<file path="src/nsqm_pkg.sv">
// Shared types and constants for the named stack/queue manager.
`default_nettype none

package nsqm_pkg;

  // Default sizing, handed to the top-level parameters
  localparam int DEF_LIST_SLOTS = 16;
  localparam int DEF_NODE_POOL  = 256;
  localparam int DEF_VALUE_BITS = 32;

  // Fixed field widths
  localparam int KEY_W      = 16;
  localparam int IN_VALUE_W = 32;
  localparam int STATUS_W   = 3;

  typedef enum logic [1:0] {
    ACT_CREATE = 2'd0,
    ACT_PUSH   = 2'd1,
    ACT_POP    = 2'd2
  } action_t;

  typedef enum logic [STATUS_W-1:0] {
    ST_OK         = 3'd0,
    ST_EXISTS     = 3'd1,
    ST_UNKNOWN    = 3'd2,
    ST_EMPTY      = 3'd3,
    ST_TABLE_FULL = 3'd4,
    ST_POOL_FULL  = 3'd5
  } status_t;

  typedef enum logic [2:0] {
    S_IDLE,
    S_SCAN,
    S_EXEC,
    S_PUSH_RD,
    S_PUSH_WR,
    S_POP_RD
  } state_t;

  // Update request from the sequencer to the slot table
  typedef struct packed {
    logic create;
    logic set_nonempty;
    logic clr_nonempty;
    logic set_head;
    logic set_tail;
  } slot_wr_t;

endpackage : nsqm_pkg

`default_nettype wire

</file>
<file path="src/nsqm_slot_table.sv">
// List descriptor table with the shared key comparator used by the scan.
`default_nettype none

module nsqm_slot_table
  import nsqm_pkg::*;
#(
  parameter int LIST_SLOTS = DEF_LIST_SLOTS,
  parameter int NODE_POOL  = DEF_NODE_POOL,
  localparam int SW = (LIST_SLOTS > 1) ? $clog2(LIST_SLOTS) : 1,
  localparam int NW = (NODE_POOL > 1) ? $clog2(NODE_POOL) : 1
) (
  input  wire logic             clk,
  input  wire logic             rst_n,
  // read / compare side
  input  wire logic [SW-1:0]    rd_idx,
  input  wire logic [KEY_W-1:0] cmp_key,
  output logic                  rd_match,
  output logic                  rd_used,
  output logic                  rd_is_queue,
  output logic                  rd_nonempty,
  output logic      [NW-1:0]    rd_head,
  output logic      [NW-1:0]    rd_tail,
  // update side
  input  wire slot_wr_t         wr_ctl,
  input  wire logic [SW-1:0]    wr_idx,
  input  wire logic             wr_is_queue,
  input  wire logic [NW-1:0]    wr_head,
  input  wire logic [NW-1:0]    wr_tail
);

  logic [LIST_SLOTS-1:0] used_r;
  logic [LIST_SLOTS-1:0] nonempty_r;
  logic [KEY_W-1:0]      key_r     [LIST_SLOTS];
  logic                  is_queue_r[LIST_SLOTS];
  logic [NW-1:0]         head_r    [LIST_SLOTS];
  logic [NW-1:0]         tail_r    [LIST_SLOTS];

  // Single comparator shared across the scan
  assign rd_used     = used_r[rd_idx];
  assign rd_nonempty = nonempty_r[rd_idx];
  assign rd_is_queue = is_queue_r[rd_idx];
  assign rd_head     = head_r[rd_idx];
  assign rd_tail     = tail_r[rd_idx];
  assign rd_match    = used_r[rd_idx] && (key_r[rd_idx] == cmp_key);

  // Occupancy flags, cleared at reset
  always_ff @(posedge clk) begin
    if (!rst_n) begin
      used_r     <= '0;
      nonempty_r <= '0;
    end else begin
      if (wr_ctl.create) begin
        used_r[wr_idx]     <= 1'b1;
        nonempty_r[wr_idx] <= 1'b0;
      end else if (wr_ctl.set_nonempty) begin
        nonempty_r[wr_idx] <= 1'b1;
      end else if (wr_ctl.clr_nonempty) begin
        nonempty_r[wr_idx] <= 1'b0;
      end
    end
  end

  // Descriptor payload, only meaningful once written
  always_ff @(posedge clk) begin
    if (wr_ctl.create) begin
      key_r[wr_idx]      <= cmp_key;
      is_queue_r[wr_idx] <= wr_is_queue;
    end
    if (wr_ctl.set_head) begin
      head_r[wr_idx] <= wr_head;
    end
    if (wr_ctl.set_tail) begin
      tail_r[wr_idx] <= wr_tail;
    end
  end

endmodule : nsqm_slot_table

`default_nettype wire

</file>
<file path="config.mk">
export PLATFORM = sky130hd
export DESIGN_NAME = nsqm_slot_table
export DESIGN_NICKNAME = d
export VERILOG_FILES = /design/src/nsqm_pkg.sv /design/src/nsqm_slot_table.sv
export SDC_FILE = /design/constraint.sdc
export NUM_CORES = 1
export LEC_CHECK = 0
export BUFFER_PORTS_ARGS = -buffer_cell sky130_fd_sc_hd__buf_4
export CAP_MARGIN = 20
export CORE_ASPECT_RATIO = 0.75
export CORE_MARGIN = 2
export CORE_UTILIZATION = 40
export DETAILED_ROUTE_END_ITERATION = 10
export GPL_ROUTABILITY_DRIVEN = 0
export PLACE_DENSITY = 0.54
export SYNTH_ARGS = -nofsm -noshare
export SYNTH_HDL_FRONTEND = slang
export SYNTH_SLANG_ARGS = --single-unit
</file>
<file path="constraint.sdc">
create_clock -name clk -period 4.22 [get_ports clk]
set_input_delay 0.844 -clock clk [delete_from_list [all_inputs] [get_ports clk]]
set_output_delay 0.844 -clock clk [all_outputs]
set_load 0.02 [all_outputs]
</file>
==> impl_metrics.json, run 1 <==
{
  "grt_pass1_vias": 10661,
  "synthesis.nets": 1053,
  "cts_sinks": 560,
  "dp_hpwl_um": 28920,
  "dieArea_sq_mm": 0.05659,
  "crit_start": "rd_idx[1]",
  "hold_violations": 0,
  "post_cts_resized": 0,
  "rsz0062_at_grt": "no",
  "synth_cells": 1005,
  "crit_family": "buffers and inverters",
  "clock-root-buffer": "clkbuf_16",
  "antenna_found_initial": 0,
  "final_util_pct": 46.71,
  "min_period_over_period_pct": 94.82,
  "drive_above_1_share_pct": 33.08,
  "synth_warnings": 0,
  "irDropWorstVdd_uv": 330.4,
  "vias": 10326,
  "core_area_sq_mm": 0.05426,
  "dr.first_iter.drc_count": 822,
  "ys_top_cells_by_area": "edfxtp_1, mux4_2, dfxtp_1",
  "final_cells": 1895,
  "synth.top_cell.area_share_pct": 72.49,
  "status": "finished clean",
  "crit_slowest_cell": "mux4_2",
  "grt.overflow.total": 0,
  "synth.cell_area_sq_mm": 0.02187,
  "grt_usage_pct": 18.00,
  "fillCellCount": 4562,
  "worst_pin_slew_ns": 0.7603,
  "tns_ns": 0,
  "end_kind": "primary output",
  "hold_class": "register to register",
  "initial_core_util_pct": 40.31,
  "clk-insertion-delay-late_ns": 0.62,
  "worst-setup-path-type": "input pin to primary output",
  "rows": 74,
  "syn_to_final_growth_pct": 15.88,
  "drt_pass1_iterations": 5,
  "postSynthRegisterBits": 560,
  "arrival_ns": 3.16,
  "min_period_ns": 4.001,
  "nets": 1174,
  "final_area_sq_mm": 0.02535,
  "placed_cell_area_sq_mm": 0.02346,
  "clockBufferDepth": 3,
  "synth_most_common_cell": "edfxtp_1",
  "cp_slowest_stage_delay_ns": 0.49,
  "cts-buffers-inserted": 56,
  "worstPathRequired_ns": 3.38,
  "cp_common_cell": "buf_4",
  "synth_edf_count": 528,
  "cts_max_level": 2,
  "power.density_mw_per_mm2": 471.5,
  "synth_commonest_cells": "edfxtp_1, mux4_2, and2_1",
  "slew_violations": 0,
  "die_h_um": 206.5,
  "grt_pass1_wl_um": 73080,
  "io_buffer_count": 67,
  "fmax_ghz": 0.2499,
  "wl_um": 49650,
  "fp.dieW_um": 274.0,
  "path_clk_slew_ns": 0.06,
  "wl_per_cell_um": 26.20,
  "drv_cap": 0,
  "num_antenna_cells": 0,
  "cp-start-kind": "input pin",
  "place_inst": 1788,
  "vias_per_cell": 5.449,
  "crit_chain": "buf_6 -> buf_4 -> mux4_2 -> mux2i_1 -> xor2_1 -> a22o_1 -> nand4_1 -> nor4_2 -> buf_4",
  "grt_max_degree": 37,
  "p_leak_nw": 8.095,
  "setup_viol": 0,
  "finClkSkew_ns": 0,
  "postCtsSetupRepairBufs": 0,
  "boundaryPins": 68,
  "synth.distinct_cells": 32,
  "drc": 0,
  "seq_area_frac_synth_pct": 75.42,
  "synth_ff_type": "edfxtp_1",
  "async_flop_share_pct": 0,
  "synth.largest_area_cell": "edfxtp_1",
  "timing.slew.headroom_pct": 48.84,
  "crit_buf_inv": 3,
  "critPathMaxFanout": 36,
  "avgSynthCellArea_sq_um": 21.76,
  "drtAntennaViolNets": 0,
  "tritoncts": "built",
  "ctsHoldBuffers": 0
}
==> layout by cell type (no fill, tap or decap), types with 12 or more instances in the layout <==
cell type,Yosys,routed
nor3_1,14,13
nand2_1,19,19
clkinv_2,0,12
nor2_1,17,17
a21boi_1,16,16
mux2_2,21,21
o21a_1,16,16
dfxtp_1,32,32
clkbuf_16,0,56
xor2_1,12,12
edfxtp_1,528,528
buf_4,4,115
and2_1,48,48
mux4_2,156,156
==> kinds of logic after synthesis <==
kind of cell	after synthesis	share of synthesized area, %
xor+xnor	19	0.7608
flops	560	75.42
mux	187	17.60
buf+inv	60	1.304
simple gates	111	2.706
compound gates	68	2.208
==> report_power, final <==
part	total [W]	switching, W	leakage, nW	internal, W
clock network	0.00505	0.00211	0.902	0.00294
logic	0.000696	0.000385	2.16	0.000311
registers	0.00621	0.0000241	5.03	0.00619
==> tightest hold or removal path: stages (launching register included) <==
cell	delay, ns
dfxtp_1	0.31
o31ai_1	0.06
a21boi_1	0.05
==> flip-flops by register name, summed over array words and instances (netlist names), named ones only <==
| name | flops |
|---|---|
| tail_r | 128 |
| is_queue_r | 16 |
| key_r | 256 |
| head_r | 128 |
| used_r | 16 |
==> final timing paths <==
| kind | end | slack, ns | depth (start not counted) |
|---|---|---|---|
| max | rd_match | 0.22 | 9 |
| min | register | 0.46 | 2 |
| max reg2reg | register | 3.60 | 2 |
| min reg2reg | register | 0.46 | 2 |
==> routing by layer <==
metal,vias to the layer above,part of all wire (%),global-route usage [%]
met5,-,0,0
met4,0,1.5,3.766
met3,56,4.6,3.416
met2,238,46,27.38
met1,5595,48,27.19
li1,4437,-,-
==> through the flow <==
step | total power [W] | worst slack [ns] | hold slack [ns]
2_1_floorplan | 0.006734 | 0.3639 | 0.4338
3_3_place_gp | 0.007026 | 0.1068 | 0.4472
3_5_place_dp | 0.007035 | 0.1451 | 0.4535
4_1_cts | 0.01207 | 0.1341 | 0.4669
5_1_grt | 0.01234 | 0.05253 | 0.4862
6_report | 0.01195 | 0.2187 | 0.4649
==> final cells by class <==
type / instances / area, sq um / share of cell area, %
flip-flops and latches: 560 / 16500 / 65.08
multi-input cells: 385 / 5096 / 20.11
clock buffers: 65 / 1435 / 5.662
repair buffers: 122 / 980.9 / 3.870
well taps: 722 / 903.4 / 3.564
clock inverters: 40 / 430.4 / 1.698
inverters: 1 / 3.754 / 0.01481
No activity file was read; power rests on OpenSTA's default activity.
==> run 2: changes to the inputs <==
--- a/config.mk
+++ b/config.mk
@@ -7,12 +7,14 @@
 export LEC_CHECK = 0
 export BUFFER_PORTS_ARGS = -buffer_cell sky130_fd_sc_hd__buf_4
 export CAP_MARGIN = 20
+export CELL_PAD_IN_SITES_DETAIL_PLACEMENT = 1
+export CELL_PAD_IN_SITES_GLOBAL_PLACEMENT = 1
 export CORE_ASPECT_RATIO = 0.75
 export CORE_MARGIN = 2
 export CORE_UTILIZATION = 40
 export DETAILED_ROUTE_END_ITERATION = 10
 export GPL_ROUTABILITY_DRIVEN = 0
-export PLACE_DENSITY = 0.54
+export PLACE_DENSITY = 0.6
 export SYNTH_ARGS = -nofsm -noshare
 export SYNTH_HDL_FRONTEND = slang
 export SYNTH_SLANG_ARGS = --single-unit
==> run 2 against run 1 <==
Wire length grew 3.5%. First-iteration DRC count shrank 7.4%. Register-to-register slack is essentially flat. Critical path depth is the same. Sequential power is essentially flat. Sequential cell count is the same. Clock skew is the same. Worst setup slack lost 0.0069 ns. Critical endpoint unchanged. Largest power group unchanged. Highest routed layer is now met5.
==> impl_metrics.json, run 2 (synthesis results as in run 1) <==
{
  "status": "finished clean",
  "vias_per_cell": 5.439,
  "top_register": "key_r",
  "end_kind": "primary output",
  "dp_hpwl_um": 29650,
  "cts_sinks": 560,
  "postCtsSetupRepairBufs": 0,
  "grt_pass1_vias": 10840,
  "core_area_sq_mm": 0.05426,
  "worst_pin_slew_ns": 0.8570,
  "irDropWorstVdd_uv": 290.7,
  "slew_violations": 0,
  "nets": 1168,
  "rows": 74,
  "worst-setup-path-type": "input pin to primary output",
  "drt_pass1_iterations": 5,
  "largest_reg_flops": 256,
  "layout_common_cells": "edfxtp_1, mux4_2, buf_4",
  "arrival_ns": 3.16,
  "path_clk_slew_ns": 0.06,
  "initial_core_util_pct": 40.31,
  "largestRegisters": "key_r (256), head_r (128), tail_r (128)",
  "cts_max_level": 2,
  "hold_class": "register to register",
  "power.density_mw_per_mm2": 461.7,
  "syn_to_final_growth_pct": 15.27,
  "antenna_found_initial": 2,
  "critPathMaxFanout": 15,
  "fp.dieW_um": 274.0,
  "cp-start-kind": "input pin",
  "ctsHoldBuffers": 0,
  "timing.slew.headroom_pct": 42.43,
  "grt_max_degree": 34,
  "hold_violations": 0,
  "die_h_um": 206.5,
  "grt_pass1_wl_um": 75320,
  "drtAntennaViolNets": 0,
  "drv_cap": 0,
  "wl_um": 51390,
  "boundaryPins": 68,
  "clockBufferDepth": 3,
  "io_buffer_count": 67,
  "fmax_ghz": 0.2495,
  "grt.overflow.total": 0,
  "worstPathRequired_ns": 3.38,
  "dieArea_sq_mm": 0.05659,
  "finalPower_w": 0.01164,
  "rsz0062_at_grt": "no",
  "clk-insertion-delay-late_ns": 0.62,
  "dr.first_iter.drc_count": 761,
  "p_leak_nw": 8.024,
  "min_period_ns": 4.008,
  "cts-buffers-inserted": 55,
  "grt_usage_pct": 18.63,
  "finClkSkew_ns": 0,
  "setup_viol": 0,
  "tritoncts": "built",
  "drive_above_1_share_pct": 31.62,
  "post_cts_resized": 0,
  "clock-root-buffer": "clkbuf_16",
  "min_period_over_period_pct": 94.98,
  "final_util_pct": 46.47,
  "final_common_cell": "edfxtp_1",
  "vias": 10285,
  "tns_ns": 0,
  "drc": 0,
  "wl_per_cell_um": 27.18
}
[run 2: cell count changes in the layout (fill, tap and decap cells not counted), moves of 3 or more]
cell,change
buf_12,+3
clkinv_1,+6
clkbuf_1,+7
bufinv_16,-6
clkinv_2,-6
buf_4,-7
clkinvlp_4,-4
clkbuf_8,+3
[run 2: per-stage QoR]
stage          instance area [sq um]  setup slack, ns  instances  hold slack (ns)
6_report                       25210           0.2118       1891           0.4629
5_1_grt                        25210          0.06241       1891           0.4729
4_1_cts                        25210           0.1680       1889           0.4632
3_5_place_dp                   23480           0.1710       1785           0.4510
3_3_place_gp                   23480           0.1691       1785           0.4443
2_1_floorplan                  21870           0.3639       1005           0.4338
[run 2: final timing paths]
kind              from       end  slack (ns)  depth (start not counted)
min reg2reg   register  register        0.46                          2
min           register  register        0.46                          2
max reg2reg   register  register        3.59                          2
max          rd_idx[0]  rd_match        0.21                          9
[run 2: critical path, stage by stage]
cell and delay (ns):
buf_8 0.21, buf_12 0.20, mux4_2 0.50, mux2_2 0.27, a21oi_1 0.18, xor2_1 0.16
nand4_1 0.25, nor4_2 0.34, buf_4 0.19
[run 2: cell type report]
cell class | instances | area, sq um
Sequential cell | 560 | 16500
Multi-Input combinational cell | 385 | 5096
Inverter | 1 | 3.754
Timing Repair Buffer | 117 | 977.2
Antenna cell | 2 | 5.005
Clock inverter | 28 | 203.9
Clock buffer | 76 | 1528
Fill cell | 5010 | 29040
Tap cell | 722 | 903.4
[run 2: power breakdown]
part	switching (W)	internal (W)
clock network	0.00207	0.00266
logic	0.000389	0.000313
registers	0.0000255	0.00619
[run 2: per-layer routing]
| metal | vias to the layer above | wire, um | global-route usage [%] |
|---|---|---|---|
| li1 | 4439 | - | - |
| met1 | 5533 | 24350 | 28.15 |
| met2 | 244 | 23410 | 27.88 |
| met3 | 67 | 2574 | 3.195 |
| met4 | 2 | 948 | 5.241 |
| met5 | - | 97 | 1.188 |
==> run 3: changes to the inputs <==
--- a/config.mk
+++ b/config.mk
@@ -15,6 +15,7 @@
 export DETAILED_ROUTE_END_ITERATION = 10
 export GPL_ROUTABILITY_DRIVEN = 0
 export PLACE_DENSITY = 0.6
+export REMOVE_ABC_BUFFERS = 1
 export SYNTH_ARGS = -nofsm -noshare
 export SYNTH_HDL_FRONTEND = slang
 export SYNTH_SLANG_ARGS = --single-unit
==> constraint.sdc (replaced) <==
create_clock -name clk -period 3.85 [get_ports clk]
set_input_delay 0.77 -clock clk [delete_from_list [all_inputs] [get_ports clk]]
set_output_delay 0.77 -clock clk [all_outputs]
set_load 0.02 [all_outputs]
==> run 3 against run 2 <==
Cell area is 2.3% higher. Worst setup slack worse by 0.20 ns. Clock-buffer cell count is 4 lower.
==> impl_metrics.json, run 3 (synthesis results as in run 1) <==
{
  "status": "finished clean",
  "timing.slew.headroom_pct": 53.22,
  "nets": 1193,
  "slew_violations": 0,
  "drv_cap": 0,
  "grt_pass1_wl_um": 77010,
  "ctsHoldBuffers": 0,
  "largest_reg_flops": 256,
  "vias_per_cell": 5.517,
  "boundaryPins": 68,
  "cp-start-kind": "input pin",
  "hold_class": "register to register",
  "path_clk_slew_ns": 0.06,
  "syn_to_final_growth_pct": 17.94,
  "worst-setup-path-type": "input pin to primary output",
  "drive_above_1_share_pct": 34.87,
  "register_area_sq_mm": 0.01650,
  "multi_input_area_sq_mm": 0.005162,
  "power.density_mw_per_mm2": 515.4,
  "clockBufferDepth": 3,
  "final_util_pct": 47.54,
  "holdPathStages": 2,
  "worstPathRequired_ns": 3.08,
  "crit_family": "buffers and inverters",
  "end_kind": "primary output",
  "dp_hpwl_um": 30760,
  "drt_pass1_iterations": 5,
  "core_area_sq_mm": 0.05426,
  "hold_violations": 0,
  "crit_slowest_cell": "nand4_1",
  "worst_pin_slew_ns": 0.7017,
  "io_buffer_count": 67,
  "cp_common_cell": "buf_4",
  "crit_buf_inv": 6,
  "grt_pass1_vias": 11277,
  "largestRegisters": "key_r (256), head_r (128), tail_r (128)",
  "die_h_um": 206.5,
  "min_period_ns": 3.834,
  "p_leak_nw": 8.321,
  "arrival_ns": 3.06,
  "setup_viol": 0,
  "drc": 0,
  "path_depth": 13,
  "grt.overflow.total": 0,
  "critPathMaxFanout": 7,
  "fp.dieW_um": 274.0,
  "cp_slowest_stage_delay_ns": 0.34,
  "grt_max_degree": 69,
  "antenna_found_initial": 3,
  "finClkSkew_ns": 0,
  "layout_common_cells": "edfxtp_1, mux4_2, buf_4",
  "fillCellCount": 4912,
  "cts-buffers-inserted": 56,
  "dieArea_sq_mm": 0.05659,
  "irDropWorstVdd_uv": 357.9,
  "crit_chain": "buf_16 -> buf_12 -> buf_4 -> nand2b_1 -> buf_4 -> o22ai_1 -> nor3_1 -> a21oi_2 -> xor2_1 -> buf_4 -> nand4_1 -> nor4_4 -> buf_4",
  "tritoncts": "built",
  "fmax_ghz": 0.2608,
  "cts_max_level": 2,
  "initial_core_util_pct": 40.31,
  "rows": 74,
  "top_register": "key_r",
  "vias": 10559,
  "min_period_over_period_pct": 99.58,
  "final_common_cell": "edfxtp_1",
  "wl_um": 53010,
  "drtAntennaViolNets": 0,
  "wl_per_cell_um": 27.70,
  "dr.first_iter.drc_count": 978,
  "tns_ns": 0,
  "clock-root-buffer": "clkbuf_16",
  "cts_sinks": 560,
  "clk-insertion-delay-late_ns": 0.60,
  "grt_usage_pct": 18.97,
  "rsz0062_at_grt": "yes",
  "rr_worst_depth": 2
}
[run 3: cell count changes in the layout (fill, tap and decap cells not counted), moves of 2 or more]
| cell | delta |
|---|---|
| a21oi_1 | -4 |
| a21oi_2 | +4 |
| buf_12 | +4 |
| buf_16 | +2 |
| buf_4 | +12 |
| buf_6 | +2 |
| bufinv_16 | +7 |
| clkbuf_1 | -5 |
| clkbuf_16 | +3 |
| clkinv_1 | -6 |
| clkinv_8 | -2 |
| clkinvlp_4 | +2 |
| xnor2_1 | -3 |
| xnor2_2 | +3 |
[run 3: what timing repair did]
action,4_1_cts,5_1_grt
pin swaps,3,7
resized for setup,11,17
cloned,0,3
setup buffers,2,11
setup endpoints to repair,11,14
[run 3: area by class of cell]
cell class              count  share of cell area, %
flip-flops and latches    560                  63.95
clock inverters            31                  1.504
clock buffers              72                  5.903
well taps                 722                  3.502
diodes                      2                0.01940
repair buffers            141                  5.098
inverters                   1                0.01455
multi-input cells         385                  20.01
[run 3: worst paths after layout]
kind	from	slack, ns	end
hold / removal	register	0.46	register
hold reg to reg	register	0.46	register
setup reg to reg	register	3.16	register
setup / recovery	rd_idx[0]	0.02	rd_match
[run 3: tightest hold or removal path, cell delays in order (launching register included)]
cell      delay, ns
dfxtp_1        0.31
o31ai_1        0.06
a21boi_1       0.05
[run 3: power breakdown]
group | total [W] | switching, W | internal (W) | leakage [nW]
logic | 0.000827 | 0.000446 | 0.000381 | 2.37
registers | 0.00681 | 0.0000287 | 0.00678 | 5.03
clock network | 0.00566 | 0.00228 | 0.00339 | 0.926
[run 3: per-stage QoR]
step | cells | setup WS, ns | instance area (sq um) | hold WS, ns | power, W
final | 1914 | 0.01633 | 25800 | 0.4646 | 0.01330
after global routing | 1914 | -0.05105 | 25800 | 0.4573 | 0.01370
after CTS | 1897 | -0.08960 | 25540 | 0.4331 | 0.01339
after detailed placement | 1792 | -0.1444 | 23540 | 0.4533 | 0.007729
after global placement | 1792 | -0.1845 | 23540 | 0.4421 | 0.007713
after floorplan | 946 | 0.5963 | 21590 | 0.4338 | 0.007290
[run 3: metal layers]
metal	wire length [um]	global-route usage, %	vias to the layer above
met5	14	0	-
met3	2663	3.079	66
met4	924	4.911	2
met1	24960	28.31	5755
li1	-	-	4475
met2	24450	29.21	261
